### src/hw/rtl/bctd_pkg.sv
// Shared types, constants and divide-by-constant helpers for the BC1/BC2/BC3 block decoder.
`timescale 1ns / 1ps
`default_nettype none

package bctd_pkg;

    localparam int S_DATA_W = 128;   // color_half, alpha_half
    localparam int M_DATA_W = 136;   // row_number, texel0..3, zero pad

    localparam logic [1:0] FMT_BC1  = 2'd0;
    localparam logic [1:0] FMT_BC2  = 2'd1;
    localparam logic [1:0] FMT_BC3  = 2'd2;
    localparam logic [1:0] LAST_ROW = 2'd3;

    // Decoded block as held while its rows go out.
    typedef struct packed {
        logic [1:0]        fmt;
        logic              three_color;  // BC1 three-color mode, entry 3 is transparent black
        logic [3:0][23:0]  rgb;          // {B, G, R} per palette entry
        logic [7:0][7:0]   atab;         // BC3 alpha table
        logic [31:0]       cidx;
        logic [63:0]       ahalf;
    } pal_t;

    // x <= 766: (x * 683) >> 11 is exact over this range.
    function automatic logic [7:0] div3(input logic [9:0] x);
        logic [19:0] p;
        p = 20'(x) * 20'd683;
        return p[18:11];
    endfunction

    // x <= 1277
    function automatic logic [7:0] div5(input logic [10:0] x);
        logic [23:0] p;
        p = 24'(x) * 24'd3277;
        return p[21:14];
    endfunction

    // x <= 1788
    function automatic logic [7:0] div7(input logic [10:0] x);
        logic [23:0] p;
        p = 24'(x) * 24'd2341;
        return p[21:14];
    endfunction

endpackage

`default_nettype wire

### src/hw/rtl/bctd_palette.sv
// Two-stage palette: weighted sums, then reciprocal divides or halving into block register.
`timescale 1ns / 1ps
`default_nettype none

module bctd_palette (
    input  wire logic                    aclk,
    input  wire logic                    aresetn,
    input  wire logic [1:0]              fmt_i,
    input  wire logic                    in_valid_i,
    output logic                         in_ready_o,
    input  wire logic [63:0]             color_half_i,
    input  wire logic [63:0]             alpha_half_i,
    output logic                         pal_valid_o,
    input  wire logic                    pal_ready_i,
    output bctd_pkg::pal_t               pal_o
);

    typedef struct packed {
        logic [1:0]        fmt;
        logic              three_color;
        logic [23:0]       e0;
        logic [23:0]       e1;
        logic [2:0][9:0]   sum_a;    // 2*e0 + e1 + 1
        logic [2:0][9:0]   sum_b;    // e0 + 2*e1 + 1
        logic [2:0][8:0]   sum_h;    // e0 + e1 + 1
        logic              alpha_gt;
        logic [5:0][10:0]  asum;     // alpha entries 2..7 before the divide
        logic [31:0]       cidx;
        logic [63:0]       ahalf;
    } sums_t;

    function automatic logic [23:0] widen565(input logic [15:0] c);
        logic [4:0] r;
        logic [5:0] g;
        logic [4:0] b;
        r = c[15:11];
        g = c[10:5];
        b = c[4:0];
        return {b, b[4:2], g, g[5:4], r, r[4:2]};
    endfunction

    sums_t          s1_reg, s1_next;
    logic           s1_valid_reg, s1_valid_next;
    bctd_pkg::pal_t pal_reg, pal_next;
    logic           pal_valid_reg, pal_valid_next;
    logic           in_xfer, pal_load;

    assign pal_load   = s1_valid_reg && (!pal_valid_reg || pal_ready_i);
    assign in_ready_o = !s1_valid_reg || pal_load;
    assign in_xfer    = in_valid_i && in_ready_o;

    always_comb begin
        logic [7:0] c0, c1, a0, a1;
        c0            = '0;
        c1            = '0;
        a0            = '0;
        a1            = '0;
        s1_next       = s1_reg;
        s1_valid_next = in_xfer ? 1'b1 : (pal_load ? 1'b0 : s1_valid_reg);
        if (in_xfer) begin
            s1_next.fmt         = fmt_i;
            s1_next.three_color = (fmt_i == bctd_pkg::FMT_BC1)
                                  && (color_half_i[15:0] <= color_half_i[31:16]);
            s1_next.e0          = widen565(color_half_i[15:0]);
            s1_next.e1          = widen565(color_half_i[31:16]);
            for (int ch = 0; ch < 3; ch++) begin
                c0 = s1_next.e0[8*ch +: 8];
                c1 = s1_next.e1[8*ch +: 8];
                s1_next.sum_a[ch] = 10'({c0, 1'b0}) + 10'(c1) + 10'd1;
                s1_next.sum_b[ch] = 10'(c0) + 10'({c1, 1'b0}) + 10'd1;
                s1_next.sum_h[ch] = 9'(c0) + 9'(c1) + 9'd1;
            end
            a0 = alpha_half_i[7:0];
            a1 = alpha_half_i[15:8];
            s1_next.alpha_gt = a0 > a1;
            for (int k = 2; k < 8; k++) begin
                if (a0 > a1) begin
                    s1_next.asum[k-2] = 11'(8 - k) * 11'(a0) + 11'(k - 1) * 11'(a1) + 11'd3;
                end else if (k < 6) begin
                    s1_next.asum[k-2] = 11'(6 - k) * 11'(a0) + 11'(k - 1) * 11'(a1) + 11'd2;
                end else begin
                    s1_next.asum[k-2] = '0;
                end
            end
            s1_next.cidx  = color_half_i[63:32];
            s1_next.ahalf = alpha_half_i;
        end
    end

    always_comb begin
        pal_next             = pal_reg;
        pal_valid_next       = pal_load ? 1'b1 : (pal_ready_i ? 1'b0 : pal_valid_reg);
        if (pal_load) begin
            pal_next.fmt         = s1_reg.fmt;
            pal_next.three_color = s1_reg.three_color;
            pal_next.rgb[0]      = s1_reg.e0;
            pal_next.rgb[1]      = s1_reg.e1;
            for (int ch = 0; ch < 3; ch++) begin
                if (s1_reg.three_color) begin
                    pal_next.rgb[2][8*ch +: 8] = s1_reg.sum_h[ch][8:1];
                    pal_next.rgb[3][8*ch +: 8] = 8'd0;
                end else begin
                    pal_next.rgb[2][8*ch +: 8] = bctd_pkg::div3(s1_reg.sum_a[ch]);
                    pal_next.rgb[3][8*ch +: 8] = bctd_pkg::div3(s1_reg.sum_b[ch]);
                end
            end
            pal_next.atab[0] = s1_reg.ahalf[7:0];
            pal_next.atab[1] = s1_reg.ahalf[15:8];
            for (int k = 2; k < 8; k++) begin
                if (s1_reg.alpha_gt) begin
                    pal_next.atab[k] = bctd_pkg::div7(s1_reg.asum[k-2]);
                end else if (k < 6) begin
                    pal_next.atab[k] = bctd_pkg::div5(s1_reg.asum[k-2]);
                end else begin
                    pal_next.atab[k] = (k == 6) ? 8'd0 : 8'd255;
                end
            end
            pal_next.cidx  = s1_reg.cidx;
            pal_next.ahalf = s1_reg.ahalf;
        end
    end

    always_ff @(posedge aclk) begin
        s1_reg  <= s1_next;
        pal_reg <= pal_next;
        if (!aresetn) begin
            s1_valid_reg  <= 1'b0;
            pal_valid_reg <= 1'b0;
        end else begin
            s1_valid_reg  <= s1_valid_next;
            pal_valid_reg <= pal_valid_next;
        end
    end

    assign pal_valid_o = pal_valid_reg;
    assign pal_o       = pal_reg;

endmodule

`default_nettype wire

### src/hw/rtl/bctd_lane.sv
// One column lane: palette lookup and alpha select for a single texel.
`timescale 1ns / 1ps
`default_nettype none

module bctd_lane (
    input  wire bctd_pkg::pal_t pal_i,
    input  wire logic [1:0]     cidx_i,
    input  wire logic [3:0]     a4_i,
    input  wire logic [2:0]     ai_i,
    output logic [31:0]         texel_o
);

    logic [7:0] alpha;

    always_comb begin
        case (pal_i.fmt)
            bctd_pkg::FMT_BC1: alpha = (pal_i.three_color && cidx_i == 2'd3) ? 8'd0 : 8'd255;
            bctd_pkg::FMT_BC2: alpha = {a4_i, a4_i};
            default:           alpha = pal_i.atab[ai_i];   // BC3 and the spare code
        endcase
    end

    assign texel_o = {alpha, pal_i.rgb[cidx_i]};

endmodule

`default_nettype wire

### src/hw/rtl/bc_texture_block_decoder_unit.sv
// Top level of the BC1/BC2/BC3 block decoder: config register, palette, four lanes, row register.
//
//  channel   dir  handshake           payload
//  s_        in   s_tvalid/s_tready   s_tdata: color_half, alpha_half
//  m_        out  m_tvalid/m_tready   m_tdata: row_number, texel0..3; m_tlast: last_row
//  cfg_      in   cfg_valid/cfg_ready cfg_data: block_format
//
// A block enters the palette sum stage, then the divide stage, which holds it while
// its four rows go out through the lanes into the output register, one row per cycle while m_
// is not stalled; the sum stage can take the next block meanwhile. The first row of a block
// reaches m_ through the sum register, the block register and the output register. A stalled m_ side holds the
// output row and backs up through the two palette stages to s_tready.
// Reset is synchronous: clears valid flags, the row counter and block_format (BC1).
`timescale 1ns / 1ps
`default_nettype none

module bc_texture_block_decoder_unit (
    input  wire logic                          aclk,
    input  wire logic                          aresetn,
    input  wire logic                          s_tvalid,
    output logic                               s_tready,
    input  wire logic [bctd_pkg::S_DATA_W-1:0] s_tdata,   // [63:0] color_half, [127:64] alpha_half
    output logic                               m_tvalid,
    input  wire logic                          m_tready,
    output logic [bctd_pkg::M_DATA_W-1:0]      m_tdata,   // [1:0] row_number, [33:2] texel0,
                                                          // [65:34] texel1, [97:66] texel2,
                                                          // [129:98] texel3, [135:130] zero
    output logic                               m_tlast,
    input  wire logic                          cfg_valid,
    output logic                               cfg_ready,
    input  wire logic [1:0]                    cfg_data
);

    logic [1:0]                    block_format_reg;
    bctd_pkg::pal_t                pal;
    logic                          pal_valid, pal_ready;
    logic [1:0]                    row_reg, row_next;
    logic                          out_open, emit;
    logic [bctd_pkg::M_DATA_W-1:0] m_tdata_reg, m_tdata_next;
    logic                          m_tvalid_reg, m_tvalid_next;
    logic                          m_tlast_reg, m_tlast_next;
    logic [7:0]                    row_cidx;
    logic [15:0]                   row_a4;
    logic [47:0]                   ai_all;
    logic [5:0]                    ai_base;
    logic [11:0]                   row_ai;
    logic [3:0][31:0]              texel;

    assign cfg_ready = 1'b1;

    always_ff @(posedge aclk) begin
        if (!aresetn) begin
            block_format_reg <= bctd_pkg::FMT_BC1;
        end else if (cfg_valid) begin
            block_format_reg <= cfg_data;
        end
    end

    bctd_palette u_palette (
        .aclk         (aclk),
        .aresetn      (aresetn),
        .fmt_i        (block_format_reg),
        .in_valid_i   (s_tvalid),
        .in_ready_o   (s_tready),
        .color_half_i (s_tdata[63:0]),
        .alpha_half_i (s_tdata[127:64]),
        .pal_valid_o  (pal_valid),
        .pal_ready_i  (pal_ready),
        .pal_o        (pal)
    );

    // per-row slices of the index fields
    assign row_cidx = pal.cidx[{row_reg, 3'b000} +: 8];
    assign row_a4   = pal.ahalf[{row_reg, 4'b0000} +: 16];
    assign ai_all   = pal.ahalf[63:16];
    assign ai_base  = 6'({row_reg, 3'b000}) + 6'({row_reg, 2'b00});
    assign row_ai   = ai_all[ai_base +: 12];

    for (genvar c = 0; c < 4; c++) begin : g_lane
        bctd_lane u_lane (
            .pal_i   (pal),
            .cidx_i  (row_cidx[2*c +: 2]),
            .a4_i    (row_a4[4*c +: 4]),
            .ai_i    (row_ai[3*c +: 3]),
            .texel_o (texel[c])
        );
    end

    assign out_open  = !m_tvalid_reg || m_tready;
    assign emit      = pal_valid && out_open;
    assign pal_ready = emit && (row_reg == bctd_pkg::LAST_ROW);

    always_comb begin
        row_next      = row_reg;
        m_tdata_next  = m_tdata_reg;
        m_tlast_next  = m_tlast_reg;
        m_tvalid_next = m_tvalid_reg && !m_tready;
        if (emit) begin
            row_next      = row_reg + 2'd1;
            m_tdata_next  = {6'd0, texel[3], texel[2], texel[1], texel[0], row_reg};
            m_tlast_next  = (row_reg == bctd_pkg::LAST_ROW);
            m_tvalid_next = 1'b1;
        end
    end

    always_ff @(posedge aclk) begin
        m_tdata_reg <= m_tdata_next;
        m_tlast_reg <= m_tlast_next;
        if (!aresetn) begin
            row_reg      <= 2'd0;
            m_tvalid_reg <= 1'b0;
        end else begin
            row_reg      <= row_next;
            m_tvalid_reg <= m_tvalid_next;
        end
    end

    assign m_tvalid = m_tvalid_reg;
    assign m_tdata  = m_tdata_reg;
    assign m_tlast  = m_tlast_reg;

endmodule

`default_nettype wire

### config.mk
export PLATFORM = sky130hd
export DESIGN_NAME = bc_texture_block_decoder_unit
export DESIGN_NICKNAME = d
export VERILOG_FILES = /design/src/hw/rtl/bctd_pkg.sv /design/src/hw/rtl/bctd_palette.sv /design/src/hw/rtl/bctd_lane.sv /design/src/hw/rtl/bc_texture_block_decoder_unit.sv
export SDC_FILE = /design/constraint.sdc
export NUM_CORES = 2
export LEC_CHECK = 0
export BUFFER_PORTS_ARGS = -buffer_cell sky130_fd_sc_hd__clkbuf_2
export CAP_MARGIN = 30
export CORE_MARGIN = 8
export CORE_UTILIZATION = 42
export DETAILED_ROUTE_END_ITERATION = 16
export GPL_ROUTABILITY_DRIVEN = 0
export PLACE_DENSITY = 0.55
export SETUP_SLACK_MARGIN = 0.5
export SYNTH_ARGS = -nofsm -noshare
export SYNTH_HDL_FRONTEND = slang
export SYNTH_HIERARCHICAL = 1
export SYNTH_SLANG_ARGS = --single-unit
### constraint.sdc
create_clock -name aclk -period 69.5 [get_ports aclk]
set_input_delay 13.9 -clock aclk [delete_from_list [all_inputs] [get_ports aclk]]
set_output_delay 13.9 -clock aclk [all_outputs]
set_load 0.02 [all_outputs]
* Word-level counts from Yosys, hierarchy flattened
Index checks and enable logic that the tools add are counted.
** Word-level totals
- Flip-flop bits (word level) :: 698
- Input bits :: 135
- Logic and storage cells :: 187
- Output and inout port bits :: 140
** Operators by class
- Equality and inequality tests :: 6
- Add/subtract/negate cells :: 40
- Multiply operators :: 22
- Mux-type cells :: 40
- Order comparisons :: 10
- Reductions and logical operators :: 21
- Shift operators :: 3
** Operators with widths (count)
- multiplier 11 x 12 -> 22 bit, second input constant :: 10
- binary-select mux 24 bit (select 2 bit) :: 4
- 2-to-1 mux 8 bit :: 15
- multiplier 10 x 10 -> 19 bit, second input constant :: 6
- adder 11 x 2 -> 11 bit, second input constant :: 10
- binary-select mux 8 bit (select 3 bit) :: 4
- 2-to-1 mux 24 bit :: 4
- case mux 8 bit (2 select lines) :: 4
- variable part select 64 x 7 -> 16 bit :: 1
- adder 10 x 1 -> 10 bit, second input constant :: 6
- variable part select 48 x 7 -> 12 bit :: 1
- 2-to-1 mux 11 bit :: 4
- multiplier 2 x 8 -> 10 bit, first input constant :: 4
- variable part select 32 x 6 -> 8 bit :: 1
- adder 8 x 9 -> 10 bit :: 3
- adder 9 x 8 -> 10 bit :: 3
- adder 8 x 8 -> 9 bit :: 3
- adder 9 x 1 -> 9 bit, second input constant :: 3
- adder 10 x 10 -> 11 bit :: 2
- multiplier 3 x 8 -> 11 bit, first input constant :: 2
- <= comparator 16 bit :: 1
- < comparator 3 x 4 -> 1 bit, second input constant :: 4
- < comparator 2 x 3 -> 1 bit, second input constant :: 4
- adder 10 x 8 -> 11 bit :: 1
- 18 further kinds :: 42

* Longest topological paths before layout
- Word-level depth :: 9
- Mapped depth :: 20
- Depth with buffers taken out :: 20

* Cells and area by module
Netlist, hierarchy kept.
** By module, submodules not included
- bctd_palette :: cells each 4567, times used 1, area each 50712.4 um^2
- bc_texture_block_decoder_unit :: cells each 337, times used 1, area each 5970.7 um^2
- bctd_lane :: cells each 96, times used 4, area each 1226.2 um^2

* Least setup slack after synthesis
OpenSTA, ideal clock, no wires.
- Kind :: input to output
- Start :: in m_tready
- End :: out s_tready
- Path buffers :: 0
- Path slack :: 34.923 ns
- Arrival time :: 20.677 ns
- Cell stages on the path :: 5
- Required time :: 55.600 ns
- Cell sequence :: nor2b_1 > nor2b_1 > and2_1 > nor2b_1 > nand2_1
** Between the ends
- Cells in the longest elaborated chain, start to end :: 6
** RTL lines
- start: declaration :: line bc_texture_block_decoder_unit.sv:24 : input wire logic m_tready,
- logical OR 1 bit :: line bc_texture_block_decoder_unit.sv:89 : assign out_open = !m_tvalid_reg || m_tready;
- logical AND 1 bit :: line bc_texture_block_decoder_unit.sv:90 : assign emit = pal_valid && out_open;
- via emit :: line bc_texture_block_decoder_unit.sv:38 : logic out_open, emit;
- logical AND 1 bit :: line bc_texture_block_decoder_unit.sv:91 : assign pal_ready = emit && (row_reg == bctd_pkg::LAST_ROW);
- via pal_ready :: line bc_texture_block_decoder_unit.sv:36 : logic pal_valid, pal_ready;
- logical OR 1 bit :: line bctd_palette.sv:48 : assign pal_load = s1_valid_reg && (!pal_valid_reg || pal_ready_i);
- logical AND 1 bit :: line bctd_palette.sv:48
- logical OR 1 bit :: line bctd_palette.sv:49 : assign in_ready_o = !s1_valid_reg || pal_load;
- end: declaration :: line bc_texture_block_decoder_unit.sv:21 : output logic s_tready,
The timed path passes the listed nets, and every way through them passes these cells.

* Worst setup path in the final report
Ends and elaborated chain as after synthesis.

==> flow_summary.ini <==
[outcome]
status = completed

[global_route]
grt_pass1_vias = 40700
grt_usage = 0.189
grt.overflow.total = 0
grt_pass1_wl_um = 235000
antenna_found_initial = 13
grt_max_degree = 136

[timing]
skew_ns = 0.0259
fin_crit_sh = 0.423
setup_viol = 0
slew_headroom = 0.284
setup_tns_ns = 0
fin_ws_ns = 40.08
slew_violations = 0
fin_crit_ns = 29.42
grt_setup_unrepaired = false
hold_violations = 0
max_freq_mhz = 34.0
tightest_slew_ns = 1.07

[setup_path]
arrival_ns = 15.52
cp-end-kind = output port
critical_path.max_fanout = 135
critPathKind = primary input to output port
startpoint_type = primary input
critical_path_buf_inv_count = 3
cp_cell_sequence = clkbuf_2 -> nor2b_1 -> nor2b_4 -> buf_12 -> and2_1 -> nor2b_1 -> nand2_1 -> clkbuf_2
startpoint = m_tready
crit_family = simple AND/OR/NAND/NOR gates
critical_path_required_ns = 55.60
slowest_stage = nor2b_1
slowest_delay_ns = 0.31
reg2reg_from = u_palette/s1_reg[99]

[synthesis]
synth_edf_count = 639
synth_area_mm2 = 0.0616
yosys_warnings = 6
synth_ff_type = edfxtp_1
yosysSeqAreaShare = 0.314
yosysUniqueCellTypes = 84
synthCells = 5288
yosys_register_bits = 646
async_flop_share = 0
postSynthAreaPerCell_um2 = 11.6

[cts]
cts_buffers = 77
clock_latency_ns = 0.66
clkTransAtPathRegs_ns = 0.06
cts.htree.levels = 3
cts-hold-fix-buffers = 0
cts_tree = built
postCtsSetupRepairBufs = 0
post_cts_resized = 0
clockBufferDepth = 3
cts_sinks = 646
root_buffer = clkbuf_16

[placement]
dpl.cell_count = 7374
portBuffers = 267
place_hpwl_um = 120000
place_ws_ns = 40.06

[pwr]
p_leak_nw = 31.8
power_density_mw_per_mm2 = 51.2
ir_drop_uv = 50.7

[cells_and_area]
stdcell_count = 7526
finalNetCount = 7234
area_growth_pct = 9.73
largest_reg_flops = 281
layout-drive-gt1-share = 0.114

[route]
drtAntennaViolNets = 0
routed_wirelength_um = 151000
viasPerCell = 5.26
vias = 39600
first_pass_iters = 7
drc = 0
wire_per_inst_um = 20.1
drt_iter0_markers = 2396

[hold_path]
hp-class = flop to flop
min-delay-start = u_palette/s1_reg[83]

[die]
dieArea_mm2 = 0.159
start_util = 0.423
ios = 275
die_w_um = 399
die_h_um = 399
core_mm2 = 0.146
rows = 140

[run]
max_cap_viol_count = 0
path summary, 6_finish.rpt:
path         slack, ns  depth (start not counted)              endpoint
max              40.08                          8              s_tready
min               0.41                          0   u_palette/pal_o[83]
max reg2reg      63.33                         18  u_palette/pal_o[118]
min reg2reg       0.41                          0   u_palette/pal_o[83]
report_power, final:
group          internal (W)  total, W  switching, W
sequential         0.000538  0.000604     0.0000657
combinational       0.00106   0.00245       0.00139
clock              0.000243  0.000411      0.000168
logic make-up after synthesis:
family          count (synthesis)  share of synthesized area
xor+xnor                      267                     0.0380
simple gates                  642                     0.0514
buf+inv                      1099                     0.0728
flops                         646                      0.314
compound gates                792                     0.0843
fa+ha+maj                    1558                      0.361
mux                           282                     0.0786
other cells                     2                   0.000122
area by class of cell:
cell class              count  area (um2)
repair buffers            306        1730
flip-flops and latches    646       19300
clock inverters            52         556
multi-input cells        3548       37900
clock buffers              89        2030
fillers                 13300       78000
well taps                1917        2400
inverters                 962        3610
diodes                      6        15.0
stage by stage:
step / utilization / total power (W) / hold slack (ns) / cell area [um2]
global placement: 0.445 / 0.00304 / 0.401 / 64800
finish: 0.464 / 0.00346 / 0.405 / 67600
detailed placement: 0.445 / 0.00307 / 0.405 / 64800
global route: 0.464 / 0.00387 / 0.415 / 67600
floorplan: - / 0.00241 / 0.400 / 61600
CTS: 0.463 / 0.00352 / 0.407 / 67400
placed cells by master, fill, tap and decap left out, types with 12 or more instances in the layout:
master,n
xor2_1,79
a31oi_1,30
clkbuf_16,79
edfxtp_1,639
a2bb2oi_1,13
o21bai_1,30
inv_1,960
nor2b_1,61
fa_1,365
clkinv_2,12
xnor2_1,188
nand2b_1,43
a31o_2,24
nand3_1,54
a22oi_1,29
o22ai_1,15
a211oi_1,16
mux2i_1,123
nand2_1,144
and2_1,13
a21oi_1,200
and3_1,15
o21ai_0,160
a31o_1,12
mux4_2,140
clkbuf_2,267
nor3_1,62
or3_1,12
o21a_1,57
nor2_1,171
buf_4,33
mux4_1,16
nand4_1,15
a21o_1,70
ha_1,1192
o31ai_1,34
a21boi_0,23
per-layer routing:
layer | global-route usage | vias up | share of wire | routed length [um]
li1 | - | 19200 | - | -
met1 | 0.270 | 19400 | 0.47 | 71900
met2 | 0.308 | 860 | 0.46 | 69100
met3 | 0.0252 | 153 | 0.052 | 7900
met4 | 0.0404 | 12 | 0.016 | 2470
met5 | 0 | - | 0.00048 | 73
synth_stat cells, types with 7 or more instances:
master,instances,area share
ha_1,1193,0.24
inv_1,960,0.059
edfxtp_1,639,0.31
fa_1,365,0.12
a21oi_1,200,0.016
xnor2_1,188,0.027
nor2_1,171,0.010
o21ai_0,160,0.013
nand2_1,144,0.0088
mux4_2,140,0.051
mux2i_1,123,0.020
xor2_1,79,0.011
a21o_1,70,0.0085
nor2b_1,63,0.0064
nor3_1,62,0.0050
o21a_1,57,0.0069
nand3_1,54,0.0044
buf_4,50,0.0061
clkbuf_1,48,0.0029
nand2b_1,43,0.0044
o31ai_1,37,0.0045
a31oi_1,30,0.0030
o21bai_1,30,0.0037
a22oi_1,29,0.0035
a31o_2,24,0.0034
a21boi_0,23,0.0028
buf_2,22,0.0018
o22ai_1,19,0.0019
a211oi_1,16,0.0020
mux4_1,16,0.0068
and3_1,15,0.0015
nand4_1,15,0.0015
and2_1,14,0.0014
a2bb2oi_1,13,0.0018
a31o_1,12,0.0017
or3_1,12,0.0012
buf_6,10,0.0018
o211ai_1,9,0.0011
or2_2,9,0.00091
a211o_1,8,0.0011
dfxtp_1,7,0.0023
nor3b_1,7,0.00085
worst reg2reg max path: stages (launching register included):
cell and delay [ns]:
edfxtp_1 0.78, inv_1 0.23, ha_1 0.40, fa_1 0.57, inv_1 0.06, fa_1 0.49, inv_1 0.05, fa_1 0.35
inv_1 0.08, fa_1 0.42, ha_1 0.30, a21oi_1 0.14, o21ai_0 0.18, a2111oi_0 0.71, nor3_1 0.21, or3_1 0.42
a21oi_1 0.19, xor2_1 0.20, mux2i_1 0.10
Note: power is estimated with default switching activity, not from simulation.
